$ cat src/hw/rtl/assert_macros.svh
// Assertion macros shared by the memory bus decoder RTL.
// Included by modules that carry concurrent assertions; no other dependencies.
`ifndef ASSERT_MACROS_SVH
`define ASSERT_MACROS_SVH
`ifndef SYNTHESIS
`define ASSERT_CLK(label, clk, rst_n, prop) \
    label: assert property (@(posedge clk) disable iff (!rst_n) prop) else $error("assert failed");
`define ASSERT_NEVER(label, clk, rst_n, expr) \
    label: assert property (@(posedge clk) disable iff (!rst_n) !(expr)) else $error("assert failed");
`else
`define ASSERT_CLK(label, clk, rst_n, prop)
`define ASSERT_NEVER(label, clk, rst_n, expr)
`endif
`endif

$ cat src/hw/rtl/mmbd_pkg.sv
// Package for the memory bus decoder: transaction structs, codes and windows.
// Used by every module of the block; depends on nothing.
`timescale 1ns / 1ps
`default_nettype none
package mmbd_pkg;
    localparam logic [1:0] CMD_READ    = 2'd0;
    localparam logic [1:0] CMD_WRITE   = 2'd1;
    localparam logic [1:0] CMD_PRELOAD = 2'd2;
    localparam logic [1:0] CMD_RSVD    = 2'd3;
    localparam logic [1:0] SZ_BYTE = 2'd0;
    localparam logic [1:0] SZ_HALF = 2'd1;
    localparam logic [1:0] SZ_WORD = 2'd2;
    localparam logic [1:0] SZ_RSVD = 2'd3;
    localparam logic [1:0] ST_OK        = 2'd0;
    localparam logic [1:0] ST_MISALIGN  = 2'd1;
    localparam logic [1:0] ST_ILLEGAL   = 2'd2;
    localparam logic [31:0] DATA_BASE  = 32'h2000_0000;
    localparam logic [31:0] INSTR_BASE = 32'h1000_0000;
    localparam logic [29:0] IN_PORT_W  = 30'h0C00_0000;  // 0x30000000 >> 2
    localparam logic [29:0] OUT_PORT_W = 30'h0C00_0001;  // 0x30000004 >> 2

    typedef struct packed {
        logic [1:0]  cmd;
        logic [1:0]  access_size;
        logic [31:0] address;
        logic [31:0] write_data;
        logic [7:0]  in_char;
        logic        in_eof;
    } t_req;

    typedef struct packed {
        logic [31:0] read_data;
        logic [1:0]  status;
        logic        in_taken;
        logic        out_valid;
        logic [7:0]  out_char;
    } t_rsp;

    // Operation classes decided by the front end.
    typedef enum logic [2:0] {
        OP_NONE, OP_DREAD, OP_DWRITE, OP_IREAD, OP_IWRITE
    } t_op;

    // Classified transaction passed through the queue.
    typedef struct packed {
        t_op         op;
        logic [29:0] word;      // word index within the window
        logic [3:0]  lanes;     // byte enables, lane 3 = most significant
        logic [31:0] wdata;     // lane-aligned write data
        logic [1:0]  lo;        // address low bits for read alignment
        logic [1:0]  sz;
        t_rsp        rsp;       // complete result for non-memory operations
    } t_cls;
endpackage
`default_nettype wire

$ cat src/hw/rtl/mmbd_front.sv
// Front end: accepts bus transactions, checks and decodes them.
// Depends on mmbd_pkg.
`timescale 1ns / 1ps
`default_nettype none
module mmbd_front import mmbd_pkg::*; #(
    parameter int DATA_ADDR_BITS  = 16,
    parameter int INSTR_ADDR_BITS = 16
) (
    input  wire t_req i_req,
    output t_cls      o_cls
);
    logic [31:0] w_doff, w_ioff;
    logic        w_mis, w_in_d, w_in_i;
    logic [3:0]  w_lanes;
    logic [31:0] w_wal;
    logic [1:0]  w_end;

    assign w_doff = i_req.address - DATA_BASE;
    assign w_ioff = i_req.address - INSTR_BASE;
    assign w_in_d = (i_req.address >= DATA_BASE) && ((w_doff >> DATA_ADDR_BITS) == 32'd0);
    assign w_in_i = (i_req.address >= INSTR_BASE) && ((w_ioff >> INSTR_ADDR_BITS) == 32'd0);
    assign w_end  = i_req.address[1:0] + ((i_req.access_size == SZ_WORD) ? 2'd3 :
                    (i_req.access_size == SZ_HALF) ? 2'd1 : 2'd0);

    // Lanes and alignment, big-endian: byte offset 0 is lane 3.
    always_comb begin
        w_mis = 1'b0;
        case (i_req.access_size)
            SZ_BYTE: begin
                w_lanes = 4'b1000 >> i_req.address[1:0];
                w_wal   = {24'd0, i_req.write_data[7:0]} << (8 * (3 - i_req.address[1:0]));
            end
            SZ_HALF: begin
                w_mis   = i_req.address[0];
                w_lanes = i_req.address[1] ? 4'b0011 : 4'b1100;
                w_wal   = i_req.address[1] ? {16'd0, i_req.write_data[15:0]}
                                           : {i_req.write_data[15:0], 16'd0};
            end
            default: begin
                w_mis   = (i_req.address[1:0] != 2'd0);
                w_lanes = 4'b1111;
                w_wal   = i_req.write_data;
            end
        endcase
    end

    // Classification of one transaction.
    always_comb begin
        o_cls       = '0;
        o_cls.op    = OP_NONE;
        o_cls.lanes = w_lanes;
        o_cls.wdata = w_wal;
        o_cls.lo    = i_req.address[1:0];
        o_cls.sz    = i_req.access_size;
        if (i_req.cmd == CMD_PRELOAD) begin
            o_cls.lanes = 4'b1000 >> i_req.address[1:0];
            o_cls.wdata = {24'd0, i_req.write_data[7:0]} << (8 * (3 - i_req.address[1:0]));
            o_cls.word  = 30'(i_req.address >> 2);
            if ((i_req.address >> INSTR_ADDR_BITS) == 32'd0) begin
                o_cls.op = OP_IWRITE;
            end else begin
                o_cls.rsp.status = ST_ILLEGAL;
            end
        end else if (i_req.cmd == CMD_RSVD || i_req.access_size == SZ_RSVD) begin
            o_cls.rsp.status = ST_ILLEGAL;
        end else if (w_mis) begin
            o_cls.rsp.status = ST_MISALIGN;
        end else if (i_req.cmd == CMD_READ) begin
            if (w_in_d) begin
                o_cls.op   = OP_DREAD;
                o_cls.word = 30'(w_doff >> 2);
            end else if (w_in_i) begin
                o_cls.op   = OP_IREAD;
                o_cls.word = 30'(w_ioff >> 2);
            end else if (i_req.address[31:2] == IN_PORT_W) begin
                o_cls.rsp.in_taken = 1'b1;
                if (i_req.in_eof) begin
                    o_cls.rsp.read_data = (i_req.access_size == SZ_WORD) ? 32'hFFFF_FFFF :
                        (i_req.access_size == SZ_HALF) ? 32'h0000_FFFF : 32'h0000_00FF;
                end else if (w_end == 2'd3) begin
                    o_cls.rsp.read_data = {24'd0, i_req.in_char};
                end
            end else begin
                o_cls.rsp.status = ST_ILLEGAL;
            end
        end else begin
            if (w_in_d) begin
                o_cls.op   = OP_DWRITE;
                o_cls.word = 30'(w_doff >> 2);
            end else if (i_req.address[31:2] == OUT_PORT_W) begin
                o_cls.rsp.out_valid = 1'b1;
                if (w_end == 2'd3) begin
                    o_cls.rsp.out_char = i_req.write_data[7:0];
                end
            end else begin
                o_cls.rsp.status = ST_ILLEGAL;
            end
        end
    end
endmodule
`default_nettype wire

$ cat config.mk
export PLATFORM = sky130hd
export DESIGN_NAME = mmbd_front
export DESIGN_NICKNAME = d
export VERILOG_FILES = /design/src/hw/rtl/assert_macros.svh /design/src/hw/rtl/mmbd_pkg.sv /design/src/hw/rtl/mmbd_front.sv
export SDC_FILE = /design/constraint.sdc
export NUM_CORES = 1
export LEC_CHECK = 0
export BUFFER_PORTS_ARGS = -buffer_cell sky130_fd_sc_hd__buf_2
export CAP_MARGIN = 20
export CORE_AREA = 2 2 74 76
export DETAILED_ROUTE_END_ITERATION = 6
export DIE_AREA = 0 0 76 78
export GPL_TIMING_DRIVEN = 0
export PLACE_DENSITY = 0.79
export SLEW_MARGIN = 20
export SYNTH_ARGS = -nofsm -noshare
export SYNTH_HDL_FRONTEND = slang
export SYNTH_SLANG_ARGS = --single-unit
$ cat constraint.sdc
create_clock -name vclk -period 3.6
set_input_delay 0.18 -clock vclk [all_inputs]
set_output_delay 0.18 -clock vclk [all_outputs]
set_load 0.02 [all_outputs]
==> results.toml <==
[worst_setup_path]
critPathKind = "in2out"
cp.arrival_ns = 2.89
cp-end-kind = "output pin"
crit_required_ns = 3.42
startpoint = "i_req[49]"
start_kind = "input port"
crit_fanout = 16

[power]
seqPwrFrac = 0
ir_drop_mv = 0.0498
p_sw_frac = 0.615
pwr_density_cell_nw_per_um2 = 116
combPwrFrac = 1.000
total_power_mw = 0.319
leakagePower_nw = 1.70
intPower_mw = 0.123
switchingPower_mw = 0.196
clkPwrFrac = 0

[grt]
grt-ovfl-total = 0
antenna_found_initial = 0
track_usage = 0.216
grt_max_degree = 17
grt_pass1_wl_mm = 11.1
grt_pass1_vias = 2392

[status]
outcome = "complete, no violations"

[synthesis]
syn_inst = 253
synth_top_cell_area_share = 0.115
synth_common_cells = "and3_2 (26), buf_4 (26), nor2_1 (22)"
syn_nets = 342
seq_area_frac_synth = 0
ys_types = 47
yosys_warnings = 0
avgSynthCellArea_um2 = 6.69
synthTopCellsByArea = "and3_2 (12%), buf_4 (12%), ha_1 (8.9%)"
synth_area_leader_cell = "and3_2"
synth_area_um2 = 1690

[placement]
preCtsSetupSlack_ns = 0.486
hpwl_mm = 5.79
io_buffers = 193
place.gp.congestion = 0.886

[routing]
ant_nets = 0
drt_iter0_markers = 89
viasPerCell = 4.95
vias = 2553
firstDrtPassIters = 4
wl_per_cell_um = 13.4
drt_drc_violations_left = 0
drt-total-wl_mm = 6.94

[layout]
nClkBuffers = 0
nNetsFinal = 537
design.seq.count = 0
fill_cells = 517
drive_above_1_share = 0.585
seqCellArea_um2 = 0
antenna_cells = 0
area_growth_pct = 62.6

[sta]
setup_viol = 0
timing.final.hold_violations = 0
tns_ns = 0
fmax_mhz = 326
fin_crit_sh = 0.852
worst_slew_pin_slew_ns = 1.01
maxSlewViolCount = 0
slew_headroom = 0.318
min_period_ns = 3.07
setup_slack_ns = 0.531
rsz0062_at_grt = "no"

[clock_tree]
cts_resized = 0
ctsHoldBuffers = 0
post_cts_buffers = 0

[die]
die_w_um = 76
num_rows = 26
io_pins = 194
die_h_um = 78
die_area_um2 = 5930
start_util = 0.335
core_area_um2 = 5040

[run]
cap_violations = 0

[min_path]
hold_path.class = "in2out"
whs_path_depth = 4
hold_start = "i_req[40]"
==> cell usage in the layout, fill, tap and decap left out, types with 5 or more instances in the layout <==
master,n
a21oi_1,14
a22o_1,16
a22oi_1,8
and2_1,19
and3_2,26
buf_2,195
buf_4,26
clkbuf_1,5
ha_1,12
inv_1,12
nand2_1,17
nand4_1,5
nor2_1,22
nor3_1,8
o21ai_0,8
==> final timing paths <==
check	end
worst max-delay path	o_cls[32]
worst min-delay path	o_cls[79]
==> metal layers <==
metal | GRT usage | part of all wire
met1 | 0.260 | 0.42
met2 | 0.427 | 0.51
met3 | 0.0186 | 0.062
met4 | 0.0218 | 0.0082
met5 | 0 | 0
==> cell families after synthesis <==
logic type | synth area share
AO/OA/AOI/OAI | 0.295
XOR/XNOR | 0.0259
adder cells (fa/ha/maj) | 0.0888
buffers and inverters | 0.169
AND/OR/NAND/NOR | 0.421
==> final cells by class <==
class                           count  area (um^2)  share of cell area
Multi-Input combinational cell    204         1410               0.513
Tap cell                           70         87.6              0.0318
Inverter                           12         45.0              0.0164
Timing Repair Buffer              193          966               0.351
Buffer                             37          241              0.0878
==> power groups by stage <==
| stage | registers [mW] | logic [mW] | clock network [mW] |
|---|---|---|---|
| after floorplan | 0 | 0.188 | 0 |
| after global placement | 0 | 0.311 | 0 |
| after detailed placement | 0 | 0.317 | 0 |
| after CTS | 0 | 0.318 | 0 |
| after global routing | 0 | 0.347 | 0 |
| final | 0 | 0.319 | 0 |
==> critical path, stage by stage <==
cell and delay [ns]:
buf_2 0.11, nor4_1 0.31, nand4_1 0.27, or4_1 0.57, a2111o_1 0.43, nor3_2 0.65, buf_4 0.22, buf_2 0.16
==> per-stage QoR <==
stage	hold slack [ns]	cells	util	cell area, um^2
detailed placement	0.666	516	0.545	2750
global placement	0.664	516	0.544	2750
floorplan	0.449	253	-	1690
finish	0.665	516	0.545	2750
global route	0.697	516	0.545	2750
CTS	0.666	516	0.545	2750
(Power assumes the default switching activity.)
