**src/hw/rtl/assert_macros.svh**
```systemverilog
// Assertion macros shared by the memory bus decoder RTL.
// Included by modules that carry concurrent assertions; no other dependencies.
`ifndef ASSERT_MACROS_SVH
`define ASSERT_MACROS_SVH
`ifndef SYNTHESIS
`define ASSERT_CLK(label, clk, rst_n, prop) \
    label: assert property (@(posedge clk) disable iff (!rst_n) prop) else $error("assert failed");
`define ASSERT_NEVER(label, clk, rst_n, expr) \
    label: assert property (@(posedge clk) disable iff (!rst_n) !(expr)) else $error("assert failed");
`else
`define ASSERT_CLK(label, clk, rst_n, prop)
`define ASSERT_NEVER(label, clk, rst_n, expr)
`endif
`endif

```
**src/hw/rtl/mmbd_pkg.sv**
```systemverilog
// Package for the memory bus decoder: transaction structs, codes and windows.
// Used by every module of the block; depends on nothing.
`timescale 1ns / 1ps
`default_nettype none
package mmbd_pkg;
    localparam logic [1:0] CMD_READ    = 2'd0;
    localparam logic [1:0] CMD_WRITE   = 2'd1;
    localparam logic [1:0] CMD_PRELOAD = 2'd2;
    localparam logic [1:0] CMD_RSVD    = 2'd3;
    localparam logic [1:0] SZ_BYTE = 2'd0;
    localparam logic [1:0] SZ_HALF = 2'd1;
    localparam logic [1:0] SZ_WORD = 2'd2;
    localparam logic [1:0] SZ_RSVD = 2'd3;
    localparam logic [1:0] ST_OK        = 2'd0;
    localparam logic [1:0] ST_MISALIGN  = 2'd1;
    localparam logic [1:0] ST_ILLEGAL   = 2'd2;
    localparam logic [31:0] DATA_BASE  = 32'h2000_0000;
    localparam logic [31:0] INSTR_BASE = 32'h1000_0000;
    localparam logic [29:0] IN_PORT_W  = 30'h0C00_0000;  // 0x30000000 >> 2
    localparam logic [29:0] OUT_PORT_W = 30'h0C00_0001;  // 0x30000004 >> 2

    typedef struct packed {
        logic [1:0]  cmd;
        logic [1:0]  access_size;
        logic [31:0] address;
        logic [31:0] write_data;
        logic [7:0]  in_char;
        logic        in_eof;
    } t_req;

    typedef struct packed {
        logic [31:0] read_data;
        logic [1:0]  status;
        logic        in_taken;
        logic        out_valid;
        logic [7:0]  out_char;
    } t_rsp;

    // Operation classes decided by the front end.
    typedef enum logic [2:0] {
        OP_NONE, OP_DREAD, OP_DWRITE, OP_IREAD, OP_IWRITE
    } t_op;

    // Classified transaction passed through the queue.
    typedef struct packed {
        t_op         op;
        logic [29:0] word;      // word index within the window
        logic [3:0]  lanes;     // byte enables, lane 3 = most significant
        logic [31:0] wdata;     // lane-aligned write data
        logic [1:0]  lo;        // address low bits for read alignment
        logic [1:0]  sz;
        t_rsp        rsp;       // complete result for non-memory operations
    } t_cls;
endpackage
`default_nettype wire

```
**src/hw/rtl/mmbd_queue.sv**
```systemverilog
// Two-entry queue between the front end and the memory back end.
// Depends on mmbd_pkg and assert_macros.svh.
`timescale 1ns / 1ps
`default_nettype none
`include "assert_macros.svh"
module mmbd_queue import mmbd_pkg::*; (
    input  wire logic i_clk,
    input  wire logic i_rst_n,
    input  wire logic i_push,
    input  wire t_cls i_cls,
    output logic      o_full,
    input  wire logic i_pop,
    output logic      o_empty,
    output t_cls      o_cls
);
    t_cls       r_q [2];
    logic       r_wp, r_rp;
    logic [1:0] r_cnt;

    assign o_full  = (r_cnt == 2'd2);
    assign o_empty = (r_cnt == 2'd0);
    assign o_cls   = r_q[r_rp];

    // Payload storage.
    always_ff @(posedge i_clk) begin
        if (i_push) begin
            r_q[r_wp] <= i_cls;
        end
    end

    // Pointers and fill count.
    always_ff @(posedge i_clk) begin
        if (!i_rst_n) begin
            r_wp <= 1'b0; r_rp <= 1'b0; r_cnt <= 2'd0;
        end else begin
            if (i_push) r_wp <= ~r_wp;
            if (i_pop)  r_rp <= ~r_rp;
            r_cnt <= r_cnt + {1'b0, i_push} - {1'b0, i_pop};
        end
    end

    `ASSERT_NEVER(a_no_overflow, i_clk, i_rst_n, i_push && o_full && !i_pop)
    `ASSERT_NEVER(a_no_underflow, i_clk, i_rst_n, i_pop && o_empty)
    `ASSERT_CLK(a_cnt_range, i_clk, i_rst_n, r_cnt != 2'd3)
endmodule
`default_nettype wire

```
**config.mk**
```make
export PLATFORM = sky130hd
export DESIGN_NAME = mmbd_queue
export DESIGN_NICKNAME = d
export VERILOG_FILES = /design/src/hw/rtl/mmbd_pkg.sv /design/src/hw/rtl/mmbd_queue.sv
export VERILOG_INCLUDE_DIRS = /design/src /design/src/hw/rtl
export SDC_FILE = /design/constraint.sdc
export NUM_CORES = 1
export LEC_CHECK = 0
export BUFFER_PORTS_ARGS = -buffer_cell sky130_fd_sc_hd__buf_4
export CORE_MARGIN = 1
export CORE_UTILIZATION = 56
export DETAILED_ROUTE_END_ITERATION = 7
export GPL_TIMING_DRIVEN = 0
export MAX_ROUTING_LAYER = met4
export PLACE_DENSITY_LB_ADDON = 0.05
export SYNTH_ARGS = -nofsm -noshare
export SYNTH_HDL_FRONTEND = slang
export SYNTH_SLANG_ARGS = --single-unit
export TNS_END_PERCENT = 100
```
**constraint.sdc**
```tcl
create_clock -name i_clk -period 9.4 [get_ports i_clk]
set_input_delay 0.47 -clock i_clk [delete_from_list [all_inputs] [get_ports i_clk]]
set_output_delay 0.47 -clock i_clk [all_outputs]
set_load 0.01 [all_outputs]
```
==> impl_metrics.py, run 1 <==
metrics = {
    "drt": {
        "vias": 4396,
        "wl_met1_um": 6090,
        "wl_met2_um": 8360,
        "route.top_layer_used": "met4",
        "drt_iter0_markers": 178,
        "drtPass1Iterations": 4,
        "remaining_drc_errors": 0,
        "routedWlPerCell_um": 18.2,
        "wl_met3_um": 1300,
        "wl_um": 16100,
        "viasPerCell": 4.99,
        "ant_nets": 0,
    },
    "clock_network": {
        "clock_latency_ps": 500,
        "cts_resized": 0,
        "cts_tree": "yes",
        "h-tree-depth": 1,
        "root_buffer": "clkbuf_16",
        "cts_setup_buffers": 0,
        "cts_made_buffers": 24,
        "clk_path_buf_depth": 3,
        "hold_buffers": 0,
        "clk_pin_slew_ps": 60,
        "clock_sinks": 239,
    },
    "synth": {
        "synth.mux.area_fraction_pct": 16.3,
        "syn_nets": 508,
        "synthTopCellsByArea": "edfxtp_1 (80%), mux2_2 (11%), mux2_4 (5.1%)",
        "synth-seq-cells": 239,
        "synth_edf_count": 234,
        "yosysTopAreaCell": "edfxtp_1",
        "syn_inst": 385,
        "yosys_most_used_dff": "edfxtp_1",
        "synth_simple_gate_area_share_pct": 0.613,
        "synth_most_common_cell": "edfxtp_1",
        "ys_types": 14,
        "async_reset_ff_share_pct": 0,
        "synth.avg_cell_area_um2": 22.8,
        "synth_xor_area_share_pct": 0.356,
        "synth_seq_area_share_pct": 81.2,
        "synth_compound_area_share_pct": 0.0855,
        "synthAdderAreaFrac_pct": 0.285,
        "synth_common_cells": "edfxtp_1 (234), mux2_2 (87), mux2_4 (30)",
        "syn_area_um2": 8780,
        "yosys.area.top_type_share_pct": 80.0,
        "ys.warnings.count": 0,
        "synth_top_family_by_area": "multiplexers",
    },
    "setup_path": {
        "path_class": "reg -> out",
        "worstPathCellList": "buf_6 -> buf_6 -> buf_6 -> mux2_4 -> buf_4",
        "cpMostUsedCell": "buf_6",
        "worstPathRequired_ps": 8930,
        "rr_startpoint": "r_wp",
        "critical_path.top_delay_family": "buffers and inverters",
        "crit_path_start_kind": "flop",
        "crit_path_end_kind": "output pin",
        "cp.arrival_ps": 1800,
        "slowest_stage": "dfxtp_1",
        "cp_max_fo": 10,
        "critical_path_buf_inv_count": 4,
        "slowest_delay_ps": 320,
    },
    "final_layout": {
        "layout-drive-gt1-share_pct": 61.0,
        "final.fill_count": 876,
        "syn2layout_area_growth_pct": 33.3,
        "diodes": 0,
        "nets": 778,
        "utilization_pct": 76.7,
    },
    "floorplanning": {
        "die_x_um": 127,
        "dieArea_um2": 16200,
        "rows": 45,
        "start_util_pct": 57.5,
        "pin_count": 240,
        "die_h_um": 127,
        "core-area_um2": 15300,
    },
    "timing": {
        "rsz0062_at_grt": "false",
        "period_minus_slack_ps": 2270,
        "tightest_slew_ps": 921,
        "fmax_mhz": 441,
        "period_share_pct": 24.1,
        "finalSetupViolations": 0,
        "fin_setup_tns_ps": 0,
        "clock_skew_ps": 8.19,
        "max_slew_margin_pct": 38.5,
        "finalHoldViolCount": 0,
        "drv_slew": 0,
    },
    "power": {
        "p_total_mw": 2.45,
        "peakVddDrop_mv": 0.193,
        "p_per_area_nw_per_um2": 210,
        "power_leakage_nw": 4.49,
    },
    "global_routing": {
        "grt_pass1_wl_um": 23600,
        "grt_max_degree": 44,
        "antenna_found_initial": 0,
        "grt_use_total_pct": 20.1,
        "grt_overflow_total": 0,
        "grt_pass1_vias": 4659,
    },
    "run": {
        "cap_violations": 0,
    },
    "placement": {
        "place_hpwl_um": 11000,
        "gp_congestion": 0.684,
        "portBuffers": 239,
    },
    "worst_hold_path": {
        "hp-start": "i_cls[30]",
        "hp-class": "in -> reg",
    },
    "run_status": {
        "status": "completed",
    },
}
[final cells by class]
class | instances | area (um^2) | share of cell area (%)
buffer | 13 | 96.3 | 0.824
clock buffer | 29 | 641 | 5.48
inverter | 2 | 7.51 | 0.0642
clock inverter | 12 | 111 | 0.952
tap | 211 | 264 | 2.26
timing repair buffer | 244 | 1890 | 16.2
sequential | 239 | 7130 | 60.9
multi-input combinational | 131 | 1560 | 13.3
[cell usage in the layout, fill, tap and decap left out, types with 2 or more instances in the layout]
cell / count
inv_1: 2
buf_6: 5
buf_4: 239
clkinv_2: 4
clkinv_1: 4
dfxtp_1: 5
mux2_2: 87
ha_1: 2
clkbuf_1: 4
mux2_4: 30
clkbuf_16: 25
buf_12: 5
bufinv_16: 2
and2_1: 3
nor2b_1: 3
buf_2: 8
edfxtp_1: 234
[routing by layer]
layer	GRT usage, %	up-vias
li1	-	2062
met5	-	-
met3	5.57	32
met4	5.95	0
met1	22.3	2131
met2	35.5	171
[logic make-up after synthesis]
| logic type | count (synthesis) |
|---|---|
| flip-flops | 239 |
| multiplexers | 117 |
| buffers and inverters | 15 |
| AND/OR/NAND/NOR | 9 |
| XOR/XNOR | 2 |
| adder cells (fa/ha/maj) | 2 |
| AO/OA/AOI/OAI | 1 |
[power breakdown]
part / total, mW / internal (mW) / switching [mW] / leakage [nW]
Clock: 0.900 / 0.538 / 0.362 / 0.368
Sequential: 1.25 / 1.23 / 0.0137 / 2.24
Combinational: 0.306 / 0.173 / 0.133 / 1.88
[final timing paths]
| kind | end | slack, ps | depth (start not counted) |
|---|---|---|---|
| worst max-delay path | o_cls[111] | 7130 | 5 |
| worst min-delay path | r_q[0][30] | 150 | 1 |
| worst max register to register | r_q[0][105] | 7450 | 3 |
| worst min register to register | r_rp | 590 | 2 |
[state kept, by name, indices dropped and copies added (netlist names), named ones only]
| name | flops |
|---|---|
| r_q | 234 |
| r_rp | 1 |
| r_cnt | 2 |
| r_wp | 1 |
[per-stage QoR]
| stage | setup WS, ps | cell area [um^2] | cells | hold slack (ps) |
|---|---|---|---|---|
| floorplan | 3210 | 8780 | 385 | 555 |
| global placement | 365 | 10800 | 835 | 568 |
| detailed placement | 7140 | 10900 | 840 | 578 |
| CTS | 7090 | 11700 | 881 | 135 |
| global route | 7060 | 11700 | 881 | 137 |
| finish | 7130 | 11700 | 881 | 154 |
No activity file was read; power rests on OpenSTA's default activity.
==> run 2: changes to the inputs <==
Settings changed: ABC_AREA from default to 1, CORE_UTILIZATION 56 to 47.
Clock period 9.4 ns to 1.9 ns, I/O delays scaled along.
==> impl_metrics.py, run 2 <==
metrics = {
    "run_status": {
        "status": "finished, violations left",
        "violations": "design-rule violations",
    },
    "synth": {
        "syn_area_um2": 8780,
        "synth_seq_area_share_pct": 81.2,
        "synth.avg_cell_area_um2": 22.1,
        "async_reset_ff_share_pct": 0,
        "syn_inst": 397,
        "synth_edf_count": 234,
        "synth-seq-cells": 239,
        "synth_most_common_cell": "edfxtp_1",
        "syn_nets": 520,
        "ys_types": 12,
        "synthTopCellsByArea": "edfxtp_1 (80%), mux2_2 (11%), mux2_4 (5.1%)",
        "synth_common_cells": "edfxtp_1 (234), mux2_2 (87), mux2_4 (30)",
        "yosys.area.top_type_share_pct": 80.0,
        "ys.warnings.count": 0,
        "yosys_most_used_dff": "edfxtp_1",
        "yosysTopAreaCell": "edfxtp_1",
    },
    "setup_path": {
        "worstPathRequired_ps": 1800,
        "crit_path_start_kind": "flop",
        "critical_path.top_delay_family": "buffers and inverters",
        "worstPathCellList": "buf_8 -> buf_12 -> buf_12 -> mux2_4 -> buf_4",
        "cp.arrival_ps": 1750,
        "rrSetupSlack_ps": 170,
        "slowest_delay_ps": 330,
        "cpMostUsedCell": "buf_12",
        "critical_path_buf_inv_count": 4,
        "path_class": "reg -> out",
        "cp_max_fo": 10,
        "slowest_stage": "dfxtp_2",
        "crit_path_end_kind": "output pin",
    },
    "final_layout": {
        "nets": 918,
        "layout_commonest_cell": "buf_4",
        "largest_reg_flops": 234,
        "top_register": "r_q",
        "final_cell_mix": "buf_4 (243), edfxtp_1 (234), dlygate4sd3_1 (121)",
        "layoutNonFillerInstCount": 1043,
        "layout-drive-gt1-share_pct": 51.4,
        "diodes": 0,
        "syn2layout_area_growth_pct": 48.8,
        "top_regs": "r_q (234), r_cnt (2)",
    },
    "global_routing": {
        "grt_max_degree": 35,
        "grt_pass1_wl_um": 28000,
        "grt_pass1_vias": 5421,
        "antenna_found_initial": 0,
        "grt_overflow_total": 0,
        "grt_use_total_pct": 19.3,
    },
    "drt": {
        "routedWlPerCell_um": 17.2,
        "wl_um": 18000,
        "drtPass1Iterations": 6,
        "ant_nets": 0,
        "viasPerCell": 4.76,
        "remaining_drc_errors": 15,
        "drt_iter0_markers": 170,
        "vias": 4963,
    },
    "floorplanning": {
        "dieArea_um2": 19200,
        "die_x_um": 139,
        "die_h_um": 139,
        "start_util_pct": 48.4,
        "core-area_um2": 18100,
        "pin_count": 240,
        "rows": 49,
    },
    "clock_network": {
        "clock_sinks": 239,
        "clk_pin_slew_ps": 60,
        "clock_latency_ps": 510,
        "clk_path_buf_depth": 3,
        "h-tree-depth": 1,
        "cts_made_buffers": 25,
        "root_buffer": "clkbuf_16",
        "cts_tree": "yes",
    },
    "placement": {
        "gp_congestion": 0.743,
        "dp.cells": 871,
        "portBuffers": 239,
        "pre_cts_ws_ps": -38.4,
        "place_hpwl_um": 10900,
    },
    "timing": {
        "fin_setup_tns_ps": 0,
        "period_minus_slack_ps": 1850,
        "drv_slew": 0,
        "holdWs_ps": 306,
        "fmax_mhz": 542,
        "finalSetupViolations": 0,
        "clock_skew_ps": 10.6,
        "period_share_pct": 97.2,
        "finalHoldViolCount": 0,
        "timing.final.ws_setup_ps": 53.8,
        "tightest_slew_ps": 759,
        "max_slew_margin_pct": 49.3,
    },
    "power": {
        "peakVddDrop_mv": 0.722,
        "p_total_mw": 12.3,
        "power_leakage_nw": 5.05,
        "p_per_area_nw_per_um2": 942,
    },
    "worst_hold_path": {
        "hp-class": "in -> reg",
    },
    "run": {
        "cap_violations": 0,
    },
}
## run 2: cell types whose count changed after synthesis
cell / delta
a21oi_1: +1
and2_1: -4
inv_1: +5
nand2_1: +8
nand3_1: +1
nor2_1: +8
nor2b_1: -4
o21a_1: -1
xnor3_1: -1
xor2_1: -1
## run 2: area by class of cell
cell class | instances | area (um^2)
inverters | 7 | 30.0
plain buffers | 13 | 155
repair buffers | 369 | 3150
repair inverters | 1 | 5.00
fillers | 1134 | 5080
multi-input cells | 139 | 1550
clock inverters | 9 | 72.6
clock buffers | 37 | 691
flip-flops and latches | 239 | 7130
well taps | 229 | 287
## run 2: stage by stage
step	util [%]	instance area (um^2)
after floorplan	-	8790
after global placement	59.9	10900
after detailed placement	60.6	11000
after CTS	71.7	13000
after global routing	72.0	13100
final	72.0	13100
## run 2: layer usage
layer | share of wire, % | GRT usage (%) | wire (um) | vias up
li1 | - | - | - | 2359
met1 | 39 | 22.1 | 7090 | 2399
met2 | 52 | 33.7 | 9300 | 172
met3 | 6.5 | 4.49 | 1160 | 33
met4 | 2.4 | 5.96 | 435 | 0
met5 | 0 | - | 0 | -
## run 2: what timing repair did
item	CTS	global route
cloned	1	1
endpoints found under the setup margin	99	119
buffers inserted	0	3
endpoints found under the hold margin	239	0
gates resized for setup	10	8
hold buffers	121	0
pin swaps	1	0
## run 2: path summary, 6_finish.rpt
check	cells after the start	endpoint	start
worst max-delay path	5	o_cls[90]	flop
worst min-delay path	2	r_q[1][12]	i_cls[12]
worst max register to register	7	r_cnt[0]	r_cnt[0]
worst min register to register	2	r_rp	r_rp
## run 2: logic make-up (layout without fill, tap and decap cells)
family          Yosys count  count (layout)  synth area share [%]
compound gates            1               1                0.0570
fa+ha+maj                 2               2                 0.285
buf+inv                  20             436                  1.40
flops                   239             239                  81.2
mux                     117             117                  16.3
simple gates             18              19                 0.784
## run 2: where the power goes
group	internal, mW	switching [mW]	leakage, nW
sequential	6.11	0.0665	2.24
combinational	0.940	0.667	2.44
clock	2.65	1.87	0.370
==> run 3: changes to the inputs <==
Settings changed: RECOVER_POWER from default to 100.
==> impl_metrics.py, run 3 (synthesis results as in run 2) <==
metrics = {
    "power": {
        "power_leakage_nw": 4.97,
        "intPower_mw": 9.66,
        "clkPwrFrac_pct": 36.8,
        "pwr-share-seq_pct": 50.4,
        "p_per_area_nw_per_um2": 944,
        "p_switching_mw": 2.60,
        "peakVddDrop_mv": 0.721,
        "pwr-share-comb_pct": 12.8,
        "swShare_pct": 21.2,
    },
    "final_layout": {
        "top_regs": "r_q (234), r_cnt (2)",
        "layout-drive-gt1-share_pct": 49.5,
        "diodes": 0,
        "final_cell_area_um2": 13000,
        "nets": 918,
        "largest_reg_flops": 234,
        "final_cell_mix": "edfxtp_1 (234), buf_4 (124), dlygate4sd3_1 (121)",
        "layout_commonest_cell": "edfxtp_1",
        "top_register": "r_q",
        "syn2layout_area_growth_pct": 47.9,
    },
    "drt": {
        "ant_nets": 0,
        "routedWlPerCell_um": 17.1,
        "drtPass1Iterations": 7,
        "vias": 4981,
        "wl_met2_um": 9280,
        "drt_iter0_markers": 172,
        "remaining_drc_errors": 15,
        "wl_met1_um": 6920,
        "route.top_layer_used": "met4",
        "viasPerCell": 4.78,
        "wl_met3_um": 1210,
        "wl_um": 17900,
    },
    "run": {
        "cap_violations": 0,
    },
    "global_routing": {
        "grt_max_degree": 35,
        "grt_use_total_pct": 19.3,
        "grt_pass1_vias": 5421,
        "grt_pass1_wl_um": 28000,
        "grt_overflow_total": 0,
        "antenna_found_initial": 0,
    },
    "timing": {
        "period_share_pct": 97.1,
        "max_slew_margin_pct": 49.9,
        "fmax_mhz": 542,
        "clock_skew_ps": 10.6,
        "tightest_slew_ps": 751,
        "finalHoldViolCount": 0,
        "holdWs_ps": 328,
        "drv_slew": 0,
        "period_minus_slack_ps": 1850,
        "timing.final.ws_setup_ps": 54.4,
        "finalSetupViolations": 0,
    },
    "setup_path": {
        "cp_max_fo": 10,
        "crit_path_end_kind": "output pin",
        "path_class": "reg -> out",
        "rrSetupSlack_ps": 100,
        "cp.arrival_ps": 1750,
        "worstPathRequired_ps": 1800,
        "crit_path_start_kind": "flop",
    },
    "worst_hold_path": {
        "hp-class": "in -> reg",
    },
    "placement": {
        "portBuffers": 239,
        "place_hpwl_um": 10900,
        "postPlaceCellArea_um2": 11000,
        "gp_congestion": 0.743,
        "pre_cts_ws_ps": -38.4,
    },
    "clock_network": {
        "root_buffer": "clkbuf_16",
        "clk_pin_slew_ps": 60,
        "h-tree-depth": 1,
        "clock_sinks": 239,
        "clock_latency_ps": 510,
        "clk_path_buf_depth": 3,
        "cts_made_buffers": 25,
        "cts_tree": "yes",
    },
    "floorplanning": {
        "die_h_um": 139,
        "die_x_um": 139,
        "core-area_um2": 18100,
        "start_util_pct": 48.4,
        "dieArea_um2": 19200,
        "rows": 49,
        "pin_count": 240,
    },
    "run_status": {
        "violations": "design-rule violations",
        "status": "finished, violations left",
    },
}
run 3: path summary, 6_finish.rpt:
path,start,endpoint,cells past startpoint
hold reg to reg,r_rp,r_rp,2
setup reg to reg,r_wp,r_q[1][36],3
hold / removal,i_cls[12],r_q[0][12],2
setup / recovery,flop,o_cls[90],5
run 3: stage by stage:
stage	power [mW]	util [%]	cells	setup TNS, ps
3_5_place_dp	7.65	60.6	871	-1140
5_1_grt	12.7	71.5	1043	-25.5
6_report	12.3	71.5	1043	0
3_3_place_gp	7.60	59.9	865	-368520
4_1_cts	12.4	71.7	1039	-777
2_1_floorplan	6.91	-	397	-138220
run 3: power by group through the flow:
stage,sequential (mW),combinational (mW),clock [mW]
finish,6.17,1.57,4.52
global route,6.20,1.68,4.83
floorplan,6.27,0.640,0
global placement,6.29,1.30,0
CTS,6.17,1.61,4.64
detailed placement,6.28,1.37,0
run 3: layout make-up:
| cell class | instances | area, um^2 |
|---|---|---|
| well taps | 229 | 287 |
| inverters | 7 | 30.0 |
| multi-input cells | 139 | 1550 |
| flip-flops and latches | 239 | 7130 |
| clock inverters | 9 | 72.6 |
| clock buffers | 37 | 691 |
| fillers | 1153 | 5160 |
| plain buffers | 13 | 155 |
| repair inverters | 1 | 5.00 |
| repair buffers | 369 | 3070 |
run 3: critical path, stage by stage (launching register included):
cell	delay [ps]
dfxtp_2	330
buf_8	140
buf_12	150
buf_12	150
mux2_4	310
buf_4	150
run 3: what timing repair did:
action,4_1_cts,5_1_grt
endpoints found under the hold margin,239,0
endpoints found under the setup margin,99,119
buffers inserted,0,3
gates resized for setup,10,8
cloned,1,1
pin swaps,1,0
hold buffers,121,0
run 3: routing by layer:
layer,vias to the layer above,track usage [%]
met5,-,-
met1,2408,22.1
met2,174,33.7
met3,33,4.49
li1,2366,-
met4,0,5.96
